===== config.mk =====
export PLATFORM = sky130hd
export DESIGN_NAME = triangle_scanline_span_generator
export DESIGN_NICKNAME = d
export VERILOG_FILES = /design/src/design/tsg_pkg.sv /design/src/design/tsg_div.sv /design/src/design/tsg_datapath.sv /design/src/design/tsg_ctrl.sv /design/src/design/triangle_scanline_span_generator.sv
export SDC_FILE = /design/constraint.sdc
export NUM_CORES = 2
export LEC_CHECK = 0
export ABC_AREA = 1
export BUFFER_PORTS_ARGS = -buffer_cell sky130_fd_sc_hd__buf_2
export CELL_PAD_IN_SITES_DETAIL_PLACEMENT = 1
export CELL_PAD_IN_SITES_GLOBAL_PLACEMENT = 1
export CORE_ASPECT_RATIO = 1.75
export CORE_UTILIZATION = 44
export DETAILED_ROUTE_END_ITERATION = 12
export PLACE_DENSITY_LB_ADDON = 0.25
export SLEW_MARGIN = 10
export SYNTH_ARGS = -nofsm -noshare
export SYNTH_HDL_FRONTEND = slang
export SYNTH_HIERARCHICAL = 1
export SYNTH_SLANG_ARGS = --single-unit

===== constraint.sdc =====
create_clock -name clk -period 10 [get_ports clk]
set_clock_uncertainty 0.15 [all_clocks]
set_input_delay 0.5 -clock clk [delete_from_list [all_inputs] [get_ports clk]]
set_output_delay 0.5 -clock clk [all_outputs]
set_load 0.1 [all_outputs]

===== src/design/tsg_pkg.sv =====
// Shared constants, types and codes of the triangle span generator.
package tsg_pkg;

  localparam int COORD_BITS = 12;
  localparam int FRAC_BITS  = 16;
  localparam int SCR_W      = 11;
  localparam int COLOR_W    = 16;

  localparam logic [SCR_W-1:0] RESET_WIDTH  = SCR_W'(800);
  localparam logic [SCR_W-1:0] RESET_HEIGHT = SCR_W'(480);

  // coordinate difference, product of two differences
  localparam int DIFF_W = COORD_BITS + 1;
  localparam int PROD_W = 2 * DIFF_W;

  // divider dividend magnitude covers both dx * 2^F and the split product
  localparam int DIV_W = (COORD_BITS + FRAC_BITS > 2 * COORD_BITS) ?
                         (COORD_BITS + FRAC_BITS) : (2 * COORD_BITS);
  localparam int DIV_CNT_W = $clog2(DIV_W + 1);

  localparam int SLOPE_W = COORD_BITS + FRAC_BITS + 1;
  localparam int EDGE_W  = COORD_BITS + FRAC_BITS + 2;
  localparam int CMP_W   = ((COORD_BITS > SCR_W) ? COORD_BITS : SCR_W) + 2;

  localparam int IN_FIELDS_W  = 6 * COORD_BITS + COLOR_W;
  localparam int IN_TDATA_W   = ((IN_FIELDS_W + 7) / 8) * 8;
  localparam int OUT_FIELDS_W = 3 * SCR_W + COLOR_W;
  localparam int OUT_TDATA_W  = ((OUT_FIELDS_W + 7) / 8) * 8;

  // input item kind (tuser)
  localparam logic ACT_LOAD    = 1'b0;
  localparam logic ACT_ADVANCE = 1'b1;

  // configuration register indexes
  localparam logic CFG_WIDTH  = 1'b0;
  localparam logic CFG_HEIGHT = 1'b1;

  typedef logic signed [COORD_BITS-1:0] coord_t;

  typedef enum logic [1:0] {
    PH_IDLE,
    PH_TOP,
    PH_BOTH,
    PH_BOT
  } walk_phase_t;

  typedef enum logic [2:0] {
    DS_SPLIT,
    DS_SLOPE0,
    DS_SLOPE1,
    DS_SLOPE2,
    DS_SLOPE3
  } div_sel_t;

  typedef enum logic [2:0] {
    S_IDLE,
    S_SETUP,
    S_MUL,
    S_DIV_GO,
    S_DIV_WAIT,
    S_SPAN
  } ctrl_state_t;

  typedef struct packed {
    logic     capture;
    logic     setup;
    logic     mul;
    logic     div_start;
    logic     div_store;
    div_sel_t sel;
    logic     span_go;
  } dp_cmd_t;

  typedef struct packed {
    logic general;
    logic walk_idle;
    logic out_free;
    logic div_done;
  } dp_status_t;

endpackage


===== src/design/tsg_div.sv =====
// Restoring divider, one quotient bit per cycle, sign and magnitude operands.
module tsg_div (
  input  logic                              clk,
  input  logic                              rst_n,
  input  logic                              start,
  input  logic                              num_neg,
  input  logic [tsg_pkg::DIV_W-1:0]         num_mag,
  input  logic [tsg_pkg::COORD_BITS-1:0]    den,
  output logic                              done,
  output logic                              quo_neg,
  output logic [tsg_pkg::DIV_W-1:0]         quo_mag
);
  import tsg_pkg::*;

  logic                    busy_r;
  logic                    done_r;
  logic [DIV_CNT_W-1:0]    cnt_r;
  logic [COORD_BITS:0]     rem_r;
  logic [DIV_W-1:0]        quo_r;
  logic [COORD_BITS-1:0]   den_r;
  logic                    neg_r;
  logic [COORD_BITS:0]     shifted;
  logic                    fits;

  assign shifted = {rem_r[COORD_BITS-1:0], quo_r[DIV_W-1]};
  assign fits    = shifted >= {1'b0, den_r};

  always_ff @(posedge clk) begin
    if (!rst_n) begin
      busy_r <= 1'b0;
      done_r <= 1'b0;
      cnt_r  <= '0;
    end else begin
      done_r <= 1'b0;
      if (start) begin
        busy_r <= 1'b1;
        cnt_r  <= DIV_CNT_W'(DIV_W);
      end else if (busy_r) begin
        cnt_r <= cnt_r - 1'b1;
        if (cnt_r == DIV_CNT_W'(1)) begin
          busy_r <= 1'b0;
          done_r <= 1'b1;
        end
      end
    end
  end

  always_ff @(posedge clk) begin
    if (start) begin
      rem_r <= '0;
      quo_r <= num_mag;
      den_r <= den;
      neg_r <= num_neg;
    end else if (busy_r) begin
      rem_r <= fits ? (shifted - {1'b0, den_r}) : shifted;
      quo_r <= {quo_r[DIV_W-2:0], fits};
    end
  end

  assign done    = done_r;
  assign quo_neg = neg_r;
  // a zero divisor yields a zero quotient
  assign quo_mag = (den_r == '0) ? '0 : quo_r;

endmodule


===== src/design/tsg_datapath.sv =====
// Datapath: vertex sort, split and slope setup, edge walk, span clip, output stage.
module tsg_datapath (
  input  logic                              clk,
  input  logic                              rst_n,
  input  tsg_pkg::dp_cmd_t                  cmd,
  output tsg_pkg::dp_status_t               status,
  input  logic [tsg_pkg::IN_TDATA_W-1:0]    in_tdata,
  input  logic                              cfg_valid,
  input  logic                              cfg_index,
  input  logic [tsg_pkg::SCR_W-1:0]         cfg_data,
  input  logic                              out_tready,
  output logic                              out_tvalid,
  output logic [tsg_pkg::OUT_TDATA_W-1:0]   out_tdata,
  output logic                              out_tuser,
  output logic                              out_tlast
);
  import tsg_pkg::*;

  function automatic logic signed [DIFF_W-1:0] sdiff(input coord_t a, input coord_t b);
    return {a[COORD_BITS-1], a} - {b[COORD_BITS-1], b};
  endfunction

  function automatic logic signed [EDGE_W-1:0] to_fixed(input coord_t c);
    return {{(EDGE_W-COORD_BITS-FRAC_BITS){c[COORD_BITS-1]}}, c, {FRAC_BITS{1'b0}}};
  endfunction

  // whole column of an edge, truncated toward zero
  function automatic logic signed [CMP_W-1:0] edge_col(input logic signed [EDGE_W-1:0] pos);
    logic signed [EDGE_W-1:0]          adj;
    logic signed [EDGE_W-FRAC_BITS-1:0] whole;
    adj   = pos[EDGE_W-1] ? (pos + EDGE_W'((1 << FRAC_BITS) - 1)) : pos;
    whole = adj[EDGE_W-1:FRAC_BITS];
    return CMP_W'(whole);
  endfunction

  // unpacked input vertices
  coord_t v0x, v0y, v1x, v1y, v2x, v2y;
  coord_t sax, say, sbx, sby, scx, scy;

  assign v0x = in_tdata[0*COORD_BITS +: COORD_BITS];
  assign v0y = in_tdata[1*COORD_BITS +: COORD_BITS];
  assign v1x = in_tdata[2*COORD_BITS +: COORD_BITS];
  assign v1y = in_tdata[3*COORD_BITS +: COORD_BITS];
  assign v2x = in_tdata[4*COORD_BITS +: COORD_BITS];
  assign v2y = in_tdata[5*COORD_BITS +: COORD_BITS];

  always_comb begin : sort
    coord_t tx, ty;
    tx  = '0;
    ty  = '0;
    sax = v0x; say = v0y;
    sbx = v1x; sby = v1y;
    scx = v2x; scy = v2y;
    if (sby < say) begin
      tx = sax; ty = say; sax = sbx; say = sby; sbx = tx; sby = ty;
    end
    if (scy < say) begin
      tx = sax; ty = say; sax = scx; say = scy; scx = tx; scy = ty;
    end
    if (scy < sby) begin
      tx = sbx; ty = sby; sbx = scx; sby = scy; scx = tx; scy = ty;
    end
  end

  coord_t                     ax_r, ay_r, bx_r, by_r, cx_r, cy_r;
  coord_t                     split_r;
  logic [COLOR_W-1:0]         color_r;
  logic signed [PROD_W-1:0]   prod_r;
  logic signed [SLOPE_W-1:0]  slope_r [4];
  walk_phase_t                phase_r;
  coord_t                     row_r;
  logic signed [EDGE_W-1:0]   edge_a_r, edge_b_r;
  logic [SCR_W-1:0]           width_r, height_r;

  logic flat_bot, flat_top;
  assign flat_bot = (by_r == cy_r);
  assign flat_top = !flat_bot && (ay_r == by_r);

  // divider operands
  logic signed [DIFF_W-1:0] slope_dx, slope_dy, dx_abs;
  logic [PROD_W-1:0]        prod_abs;
  logic                     div_neg;
  logic [DIV_W-1:0]         div_mag;
  logic [COORD_BITS-1:0]    div_den;
  logic                     div_done, quo_neg;
  logic [DIV_W-1:0]         quo_mag;

  always_comb begin
    case (cmd.sel)
      DS_SLOPE0: begin slope_dx = sdiff(bx_r, ax_r);    slope_dy = sdiff(by_r, ay_r); end
      DS_SLOPE1: begin slope_dx = sdiff(split_r, ax_r); slope_dy = sdiff(by_r, ay_r); end
      DS_SLOPE2: begin
        slope_dx = flat_top ? sdiff(cx_r, ax_r) : sdiff(cx_r, bx_r);
        slope_dy = sdiff(cy_r, by_r);
      end
      DS_SLOPE3: begin slope_dx = sdiff(cx_r, split_r); slope_dy = sdiff(cy_r, by_r); end
      default:   begin slope_dx = '0;                   slope_dy = sdiff(cy_r, ay_r); end
    endcase
  end

  assign dx_abs   = slope_dx[DIFF_W-1] ? -slope_dx : slope_dx;
  assign prod_abs = prod_r[PROD_W-1] ? PROD_W'(-prod_r) : PROD_W'(prod_r);

  always_comb begin
    div_den = slope_dy[COORD_BITS-1:0];
    if (cmd.sel == DS_SPLIT) begin
      div_neg = prod_r[PROD_W-1];
      div_mag = DIV_W'(prod_abs[2*COORD_BITS-1:0]);
    end else begin
      div_neg = slope_dx[DIFF_W-1];
      div_mag = DIV_W'({dx_abs[COORD_BITS-1:0], {FRAC_BITS{1'b0}}});
    end
  end

  tsg_div u_div (
    .clk     (clk),
    .rst_n   (rst_n),
    .start   (cmd.div_start),
    .num_neg (div_neg),
    .num_mag (div_mag),
    .den     (div_den),
    .done    (div_done),
    .quo_neg (quo_neg),
    .quo_mag (quo_mag)
  );

  logic signed [SLOPE_W-1:0]  quo_slope_mag, quo_slope;
  logic signed [DIFF_W-1:0]   quo_col_mag, quo_col;
  coord_t                     split_new;

  assign quo_slope_mag = SLOPE_W'(quo_mag[COORD_BITS+FRAC_BITS-1:0]);
  assign quo_slope     = quo_neg ? -quo_slope_mag : quo_slope_mag;
  assign quo_col_mag   = DIFF_W'(quo_mag[COORD_BITS-1:0]);
  assign quo_col       = quo_neg ? -quo_col_mag : quo_col_mag;
  assign split_new     = COORD_BITS'(sdiff(ax_r, coord_t'(0)) + quo_col);

  // span of the current row
  logic signed [CMP_W-1:0] col_a, col_b, lo, hi, row_ext, w_ext, h_ext, lo_c, hi_c;
  logic                    row_vis, span_vis, at_mid;

  assign col_a   = edge_col(edge_a_r);
  assign col_b   = edge_col(edge_b_r);
  assign lo      = (col_a > col_b) ? col_b : col_a;
  assign hi      = (col_a > col_b) ? col_a : col_b;
  assign row_ext = CMP_W'(row_r);
  assign w_ext   = signed'(CMP_W'(width_r));
  assign h_ext   = signed'(CMP_W'(height_r));
  assign row_vis = (row_ext >= 0) && (row_ext < h_ext);
  assign span_vis = row_vis && !(hi < 0) && !(lo >= w_ext);
  assign lo_c    = (lo < 0) ? '0 : lo;
  assign hi_c    = (hi >= w_ext) ? (w_ext - 1'b1) : hi;
  assign at_mid  = (row_r == by_r);

  // configuration
  always_ff @(posedge clk) begin
    if (!rst_n) begin
      width_r  <= RESET_WIDTH;
      height_r <= RESET_HEIGHT;
    end else if (cfg_valid) begin
      case (cfg_index)
        CFG_WIDTH:  width_r  <= cfg_data;
        CFG_HEIGHT: height_r <= cfg_data;
        default:    ;
      endcase
    end
  end

  // walk phase
  always_ff @(posedge clk) begin
    if (!rst_n) begin
      phase_r <= PH_IDLE;
    end else if (cmd.setup) begin
      if (flat_bot) begin
        phase_r <= PH_TOP;
      end else if (flat_top) begin
        phase_r <= PH_BOT;
      end else begin
        phase_r <= PH_BOTH;
      end
    end else if (cmd.span_go && at_mid) begin
      phase_r <= (phase_r == PH_BOTH) ? PH_BOT : PH_IDLE;
    end
  end

  // triangle registers and edge walk
  always_ff @(posedge clk) begin
    if (cmd.capture) begin
      ax_r    <= sax; ay_r <= say;
      bx_r    <= sbx; by_r <= sby;
      cx_r    <= scx; cy_r <= scy;
      color_r <= in_tdata[6*COORD_BITS +: COLOR_W];
    end
    if (cmd.mul) begin
      prod_r <= sdiff(by_r, ay_r) * sdiff(cx_r, ax_r);
    end
    if (cmd.setup) begin
      if (flat_bot) begin
        split_r  <= cx_r;
        row_r    <= ay_r;
        edge_a_r <= to_fixed(ax_r);
        edge_b_r <= to_fixed(ax_r);
      end else if (flat_top) begin
        split_r  <= bx_r;
        row_r    <= cy_r;
        edge_a_r <= to_fixed(cx_r);
        edge_b_r <= to_fixed(cx_r);
      end else begin
        row_r    <= ay_r;
        edge_a_r <= to_fixed(ax_r);
        edge_b_r <= to_fixed(ax_r);
      end
    end else if (cmd.span_go) begin
      if (at_mid) begin
        if (phase_r == PH_BOTH) begin
          row_r    <= cy_r;
          edge_a_r <= to_fixed(cx_r);
          edge_b_r <= to_fixed(cx_r);
        end
      end else if (phase_r == PH_BOT) begin
        row_r    <= row_r - coord_t'(1);
        edge_a_r <= edge_a_r - EDGE_W'(slope_r[2]);
        edge_b_r <= edge_b_r - EDGE_W'(slope_r[3]);
      end else begin
        row_r    <= row_r + coord_t'(1);
        edge_a_r <= edge_a_r + EDGE_W'(slope_r[0]);
        edge_b_r <= edge_b_r + EDGE_W'(slope_r[1]);
      end
    end
    if (cmd.div_store) begin
      case (cmd.sel)
        DS_SPLIT:  split_r    <= split_new;
        DS_SLOPE0: slope_r[0] <= quo_slope;
        DS_SLOPE1: slope_r[1] <= quo_slope;
        DS_SLOPE2: slope_r[2] <= quo_slope;
        DS_SLOPE3: slope_r[3] <= quo_slope;
        default:   ;
      endcase
    end
  end

  // output stage
  logic              out_valid_r;
  logic [SCR_W-1:0]  out_row_r, out_start_r, out_end_r;
  logic [COLOR_W-1:0] out_color_r;
  logic              out_vis_r, out_last_r;

  always_ff @(posedge clk) begin
    if (!rst_n) begin
      out_valid_r <= 1'b0;
    end else if (cmd.span_go) begin
      out_valid_r <= 1'b1;
    end else if (out_tready) begin
      out_valid_r <= 1'b0;
    end
  end

  always_ff @(posedge clk) begin
    if (cmd.span_go) begin
      out_row_r   <= span_vis ? row_ext[SCR_W-1:0] : '0;
      out_start_r <= span_vis ? lo_c[SCR_W-1:0] : '0;
      out_end_r   <= span_vis ? hi_c[SCR_W-1:0] : '0;
      out_color_r <= color_r;
      out_vis_r   <= span_vis;
      out_last_r  <= at_mid && (phase_r != PH_BOTH);
    end
  end

  assign out_tvalid = out_valid_r;
  assign out_tdata  = {{(OUT_TDATA_W-OUT_FIELDS_W){1'b0}},
                       out_color_r, out_end_r, out_start_r, out_row_r};
  assign out_tuser  = out_vis_r;
  assign out_tlast  = out_last_r;

  assign status.general   = !flat_bot && !flat_top;
  assign status.walk_idle = (phase_r == PH_IDLE);
  assign status.out_free  = !out_valid_r || out_tready;
  assign status.div_done  = div_done;

endmodule


===== src/design/tsg_ctrl.sv =====
// Controller: sequences triangle setup, slope divisions and span steps.
module tsg_ctrl (
  input  logic                 clk,
  input  logic                 rst_n,
  input  logic                 in_tvalid,
  input  logic                 in_action,
  output logic                 in_tready,
  input  tsg_pkg::dp_status_t  status,
  output tsg_pkg::dp_cmd_t     cmd
);
  import tsg_pkg::*;

  ctrl_state_t state_r, state_nxt;
  div_sel_t    sel_r, sel_nxt;

  always_ff @(posedge clk) begin
    if (!rst_n) begin
      state_r <= S_IDLE;
      sel_r   <= DS_SPLIT;
    end else begin
      state_r <= state_nxt;
      sel_r   <= sel_nxt;
    end
  end

  // next state
  always_comb begin
    state_nxt = state_r;
    sel_nxt   = sel_r;
    case (state_r)
      S_IDLE: begin
        if (in_tvalid) begin
          state_nxt = (in_action == ACT_LOAD) ? S_SETUP : S_SPAN;
        end
      end
      S_SETUP: begin
        state_nxt = status.general ? S_MUL : S_DIV_GO;
        sel_nxt   = status.general ? DS_SPLIT : DS_SLOPE0;
      end
      S_MUL:    state_nxt = S_DIV_GO;
      S_DIV_GO: state_nxt = S_DIV_WAIT;
      S_DIV_WAIT: begin
        if (status.div_done) begin
          case (sel_r)
            DS_SPLIT:  begin sel_nxt = DS_SLOPE0; state_nxt = S_DIV_GO; end
            DS_SLOPE0: begin sel_nxt = DS_SLOPE1; state_nxt = S_DIV_GO; end
            DS_SLOPE1: begin sel_nxt = DS_SLOPE2; state_nxt = S_DIV_GO; end
            DS_SLOPE2: begin sel_nxt = DS_SLOPE3; state_nxt = S_DIV_GO; end
            default:   state_nxt = S_IDLE;
          endcase
        end
      end
      S_SPAN: begin
        if (status.walk_idle || status.out_free) begin
          state_nxt = S_IDLE;
        end
      end
      default: state_nxt = S_IDLE;
    endcase
  end

  // outputs
  always_comb begin
    cmd       = '0;
    cmd.sel   = sel_r;
    in_tready = 1'b0;
    case (state_r)
      S_IDLE: begin
        in_tready   = 1'b1;
        cmd.capture = in_tvalid && (in_action == ACT_LOAD);
      end
      S_SETUP:    cmd.setup     = 1'b1;
      S_MUL:      cmd.mul       = 1'b1;
      S_DIV_GO:   cmd.div_start = 1'b1;
      S_DIV_WAIT: cmd.div_store = status.div_done;
      S_SPAN:     cmd.span_go   = !status.walk_idle && status.out_free;
      default:    ;
    endcase
  end

endmodule


===== src/design/triangle_scanline_span_generator.sv =====
// Top level of the triangle scanline span generator.
//
// A load item (tuser 0) carries three vertices and an RGB565 colour; the
// block sorts the vertices by row, splits the triangle at the middle vertex
// and works out the split column and four signed Q13.16 edge slopes on one
// shared restoring divider that retires a quotient bit per cycle. A load
// keeps the input closed until the last slope is stored, and when the
// triangle has neither a flat top nor a flat bottom the split column is
// divided out first. An advance item (tuser 1) is accepted and then, once
// the output register is free, the block clips the current row, loads the
// output register and steps both edge accumulators. Each advance on an
// active triangle gives one span: the top half downward to the middle row,
// then the bottom half upward from the lowest row to the middle row, so the
// middle row comes out twice when the triangle has both halves.
// Spans are ordered, clipped to the screen size set through the
// configuration port, and flagged not visible (row and columns zero) when
// the row or the whole span lies off screen; tlast marks the final span.
// A load replaces any walk in progress; an advance with no triangle gives
// nothing. The output register holds a span until it is taken, and the
// input stays open meanwhile, so a load may overlap a waiting span.
module triangle_scanline_span_generator (
  input  logic                             clk,
  input  logic                             rst_n,
  // input items
  input  logic                             in_tvalid,
  output logic                             in_tready,
  // [11:0] vertex0_x, [23:12] vertex0_y, [35:24] vertex1_x,
  // [47:36] vertex1_y, [59:48] vertex2_x, [71:60] vertex2_y,
  // [87:72] fill_color
  input  logic [tsg_pkg::IN_TDATA_W-1:0]   in_tdata,
  // [0] action: 0 load a triangle, 1 request the next span
  input  logic                             in_tuser,
  // result items
  output logic                             out_tvalid,
  input  logic                             out_tready,
  // [10:0] span_row, [21:11] span_start, [32:22] span_end,
  // [48:33] span_color, [55:49] zero
  output logic [tsg_pkg::OUT_TDATA_W-1:0]  out_tdata,
  // [0] visible
  output logic                             out_tuser,
  // last span of the triangle
  output logic                             out_tlast,
  // configuration writes: index 0 screen_width, 1 screen_height
  input  logic                             cfg_valid,
  output logic                             cfg_ready,
  input  logic                             cfg_index,
  input  logic [tsg_pkg::SCR_W-1:0]        cfg_data
);
  import tsg_pkg::*;

  dp_cmd_t    cmd;
  dp_status_t status;

  // registers accept a write in any cycle
  assign cfg_ready = 1'b1;

  tsg_ctrl u_ctrl (
    .clk       (clk),
    .rst_n     (rst_n),
    .in_tvalid (in_tvalid),
    .in_action (in_tuser),
    .in_tready (in_tready),
    .status    (status),
    .cmd       (cmd)
  );

  tsg_datapath u_dp (
    .clk        (clk),
    .rst_n      (rst_n),
    .cmd        (cmd),
    .status     (status),
    .in_tdata   (in_tdata),
    .cfg_valid  (cfg_valid),
    .cfg_index  (cfg_index),
    .cfg_data   (cfg_data),
    .out_tready (out_tready),
    .out_tvalid (out_tvalid),
    .out_tdata  (out_tdata),
    .out_tuser  (out_tuser),
    .out_tlast  (out_tlast)
  );

endmodule


# Word level (Yosys, flattened, before mapping)
# Memory sizes are Yosys's and may differ from the RTL's.
# Index checks and enable logic that the tools add are counted.
dict set report word_totals {
  n_memories 1
  mem_bits_rw 116
  reg_bits 340
}
# name depth width read_ports rd_clocked_by_memory_dff wr line
set mem_list {}
lappend mem_list {u_dp.slope_r 4 29 4 0 1 tsg_datapath.sv:69} ;# logic signed [SLOPE_W-1:0] slope_r [4];
dict set report classes {
  mul 1
  n_eq_ne 21
  magnitude_cmp 11
  muxes 105
  reduce_logical 40
  n_addsub 24
  bitwise_logic 5
}
# cell count
set op_table {}
lappend op_table {{two-way mux 30 bit} 13}
lappend op_table {{two-way mux 12 bit} 27}
lappend op_table {{two-way mux 29 bit} 4}
lappend op_table {{two-way mux 28 bit} 4}
lappend op_table {{OR reduction 29 bit} 3}
lappend op_table {{subtractor 12 x 12 -> 13 bit} 6}
lappend op_table {{adder 30 x 17 -> 30 bit (second input constant)} 2}
lappend op_table {{adder 30 x 29 -> 30 bit} 2}
lappend op_table {{subtractor 30 x 29 -> 30 bit} 2}
lappend op_table {{one-hot mux 13 bit (4 select lines)} 1}
lappend op_table {{less-than comparator 12 bit} 4}
lappend op_table {{equality test 12 bit} 3}
lappend op_table {{subtractor 12 bit} 3}
lappend op_table {{two-way mux 1 bit} 32}
lappend op_table {{negation 28 -> 29 bit} 1}
lappend op_table {{greater-or-equal comparator 14 x 12 -> 1 bit} 2}
lappend op_table {{less-than comparator 14 x 1 -> 1 bit (second input constant)} 2}
lappend op_table {{two-way mux 14 bit} 2}
lappend op_table {{multiplier 13 x 13 -> 26 bit} 1}
lappend op_table {{two-way mux 24 bit} 1}
lappend op_table {{negation 12 bit} 2}
lappend op_table {{negation 24 bit} 1}
lappend op_table {{one-hot mux 12 bit (2 select lines)} 1}
lappend op_table {{one-hot mux 3 bit (6 select lines)} 1}
lappend op_table {{other kinds (37)} 87}

# Logic depth before layout (Yosys ltp)
dict set report logic_depth {
  word_depth 10
  mapped_depth 43
  mapped_depth_nobuf 42
}

# Modules after synthesis
# Netlist, hierarchy kept.
# module seq_area_each_um2 n_inst cells_per_inst area_per_inst_um2
set by_module_without_submodules {}
lappend by_module_without_submodules {tsg_datapath 11310.8 1 4237 34667.0}
lappend by_module_without_submodules {tsg_div 1611.5 1 444 3488.3}
lappend by_module_without_submodules {tsg_ctrl 120.1 1 71 421.7}
lappend by_module_without_submodules {triangle_scanline_span_generator 0.0 1 2 11.3}

# Worst setup path after synthesis
# No wires, ideal clock.
dict set report synth_timing {
  kind {in2reg}
  from {input in_tuser}
  to {register u_dp.ax_r[0] (enable)}
  cell_stages 1
  arrival_ns 9.078
  path_slack_ns 0.011
  path_buffers 0
  cell_sequence {nor4_1}
}
dict set report synth_between {
  elab_chain_cells 3
}
# element line
set synth_lines {}
lappend synth_lines {{from (decl)} triangle_scanline_span_generator.sv:32} ;# input logic in_tuser,
lappend synth_lines {{inverter 1 bit} -}
lappend synth_lines {{logical AND 1 bit} tsg_ctrl.sv:70} ;# cmd.capture = in_tvalid && (in_action == ACT_LOAD);
lappend synth_lines {{two-way mux 1 bit} tsg_ctrl.sv:67} ;# case (state_r)
lappend synth_lines {{to (signal assigned)} tsg_datapath.sv:188} ;# ax_r <= sax; ay_r <= say;
lappend synth_lines {{to (decl)} tsg_datapath.sv:65} ;# coord_t ax_r, ay_r, bx_r, by_r, cx_r, cy_r;
# No other way between the ends.
# A chain may end at the register's enable or synchronous reset.

# Final worst setup path
dict set report layout_timing {
  from {register u_dp.by_r[2]}
  to {register u_dp.prod_r[25], data pin}
}
dict set report layout_between {
  elab_chain_cells 2
}
# element line
set layout_lines {}
lappend layout_lines {{from (decl)} tsg_datapath.sv:65}
lappend layout_lines {{from (signal assigned)} tsg_datapath.sv:189} ;# bx_r <= sbx; by_r <= sby;
lappend layout_lines {{subtractor 12 x 12 -> 13 bit} -}
lappend layout_lines {{multiplier 13 x 13 -> 26 bit} tsg_datapath.sv:194} ;# prod_r <= sdiff(by_r, ay_r) * sdiff(cx_r, ax_r);
lappend layout_lines {{to (signal assigned)} tsg_datapath.sv:194}
lappend layout_lines {{to (decl)} tsg_datapath.sv:68} ;# logic signed [PROD_W-1:0] prod_r;
# No other way between the ends.

==> metrics <==
drt pass-1 iters=5; total grt overflow=0; Core Area=86780 um^2; clock period minus worst slack=8.838 ns; Worst-path clk slew=0.07 ns; critical path arrival=9.04 ns; syn_area_per_cell=8.117 um^2; Fin Setup TNS=0 ns; clock buffer depth=3; Die H=393.8 um; layout cells sized above 1=7.689%; #FFs+latches synth=455; Worst Path Required=10.20 ns; Setup violations, final=0; I/O Pins=167; Rows=143; Port-buffer cells=158; Final Hold Viols=0; Synth area leader=edfxtp_1; Final Wtd Congestion=1.030; Hold WC Path Type=input pin to register; postcts setup bufs=0; Initial Util=44.47%; Synth top area share=30.58%; Crit. End Element=register; post-synthesis sequential area ratio=33.80%; largest net degree at the start of global routing=75; status=finished clean; most common cell in the netlist=nand2_1; worst setup path class=register to register; Pins Over Slew Limit=0; Total GRT Usage=30.21%; CTS tree=done; Commonest cells post-synth=nand2_1 (870), inv_1 (763), nor2_1 (460); worst skew pair latency=0.63 ns; worst slew pin tran=1.376 ns; CTS sink cnt=455; top_reg_cell synth=edfxtp_1; Placed Area=40590 um^2; final period utilization=88.38%; # Max-Cap Violations=0; wire per inst=21.59 um; H-tree depth=2; RSZ-0062 raised after global routing=no; Worst path slowest cell=nor2_1; via count=33620; CTS root buffer=clkbuf_16; Fill cells=10620; Remaining DRCs=0; mapped cell area=38590 um^2; EDFF count, synth=393; Nets=5511; DIE AREA=88930 um^2; global-route wire length before repair=203200 um; critical path's largest stage delay=0.56 ns; synth top area cells=edfxtp_1 (31%), ha_1 (11%), fa_1 (9.0%); final non-filler cell area=42390 um^2; Syn Inst Count=4754; max_slew headroom=5.885%; Detail Placement HPWL=108400 um; CTS buffer count=47; via density per instance=5.506; fraction of registers with async set/reset=0%; Hold Buf Count CTS=21; initial antenna violation count=4; yosys warns=6; final antenna-violating net count=0; total wire length=131800 um; area grow syn2layout=9.841%; crit path launch type=register; critical-path maximum fanout=9; Place WS=1.159 ns; Die Span X=225.9 um; library cells used by synthesis=66; setup ws final=1.162 ns; worst hold slack=0.05689 ns; fmax=113.1 MHz; DRT iter0 DRCs=1476; post-CTS sizing=0; vias in the first global route=36330
-- metal layers --
| layer | wire (um) | track usage (%) | vias to the layer above |
|---|---|---|---|
| li1 | - | - | 16040 |
| met1 | 44200 | 28.68 | 16460 |
| met2 | 71740 | 57.81 | 732 |
| met3 | 4405 | 3.511 | 385 |
| met4 | 11450 | 23.17 | 2 |
| met5 | 13 | 0 | - |
-- worst max-delay path: cells and delay by family, from the launching register on --
| family | cells | cell delay, ns |
|---|---|---|
| adders and majority gates | 8 | 3.53 |
| and+or+nand+nor | 12 | 1.85 |
| AOI/OAI and AO/OA | 10 | 1.85 |
| buffers and inverters | 5 | 0.61 |
| DFF | 1 | 0.45 |
| xor gates and xnor gates | 1 | 0.13 |
-- worst paths after layout --
| check | end | cells after the start | slack (ns) | start |
|---|---|---|---|---|
| worst min-delay path | u_dp/ay_r[7] | 3 | 0.06 | in_tdata[67] |
| worst max-delay path | u_dp/prod_r[25] | 36 | 1.16 | u_dp/by_r[2] |
| worst min register to register | u_dp/out_color_r[8] | 0 | 0.27 | u_dp/color_r[8] |
| worst max register to register | u_dp/prod_r[25] | 36 | 1.16 | u_dp/by_r[2] |
-- flip-flops by register name (all words and copies together) (netlist names), 16 cells and up --
register / flops
u_dp/slope_r: 116
u_dp/edge_a_r: 30
u_dp/edge_b_r: 30
u_dp/u_div/quo_r: 28
u_dp/prod_r: 25
u_dp/color_r: 16
u_dp/out_color_r: 16
-- cell usage in the layout (no fill, tap or decap), types with 14 or more instances in the layout --
cell / count
o22ai_1: 18
clkbuf_16: 47
fa_1: 174
edfxtp_1: 393
inv_1: 763
ha_1: 327
or2_2: 21
o221ai_1: 22
nor3_1: 52
a21oi_1: 299
dfxtp_1: 62
o21ai_0: 432
dlygate4sd3_1: 21
nor2_2: 15
nand3_1: 224
nand2_1: 869
buf_2: 158
o21bai_1: 16
nor2_1: 454
xnor2_1: 65
o211ai_1: 32
buf_4: 39
o21a_1: 34
nand2_2: 17
nor4_1: 14
nand4_1: 44
xor2_1: 120
-- cell type report --
type	instances	area, um^2	area share (%)
Multi-Input combinational cell	3399	22070	52.08
Sequential cell	455	13040	30.77
Inverter	783	2939	6.934
Tap cell	1160	1451	3.424
Timing Repair Buffer	218	1294	3.052
Clock buffer	56	1260	2.973
Clock inverter	31	319.1	0.7527
Antenna cell	3	7.507	0.01771
-- cell families (layout without fill, tap and decap cells) --
family / Yosys count / in the layout / share of synthesized area, %
fa+ha+maj: 501 / 501 / 19.63
buf+inv: 906 / 1088 / 9.192
other cells: 2 / 11 / 0.01946
flops: 455 / 455 / 33.80
xor+xnor: 185 / 185 / 4.199
simple gates: 1768 / 1768 / 19.65
compound gates: 935 / 935 / 13.46
mux: 2 / 2 / 0.05188
-- metrics by stage --
step | std cells | utilization, %
6_report | 6105 | 48.84
3_5_place_dp | 5994 | 46.77
2_1_floorplan | 4760 | -
5_1_grt | 6104 | 48.84
4_1_cts | 6102 | 48.84
3_3_place_gp | 5994 | 46.77
Power is not shown: default switching activity piles up to over one toggle a cycle in this logic, so the estimate is an artifact.
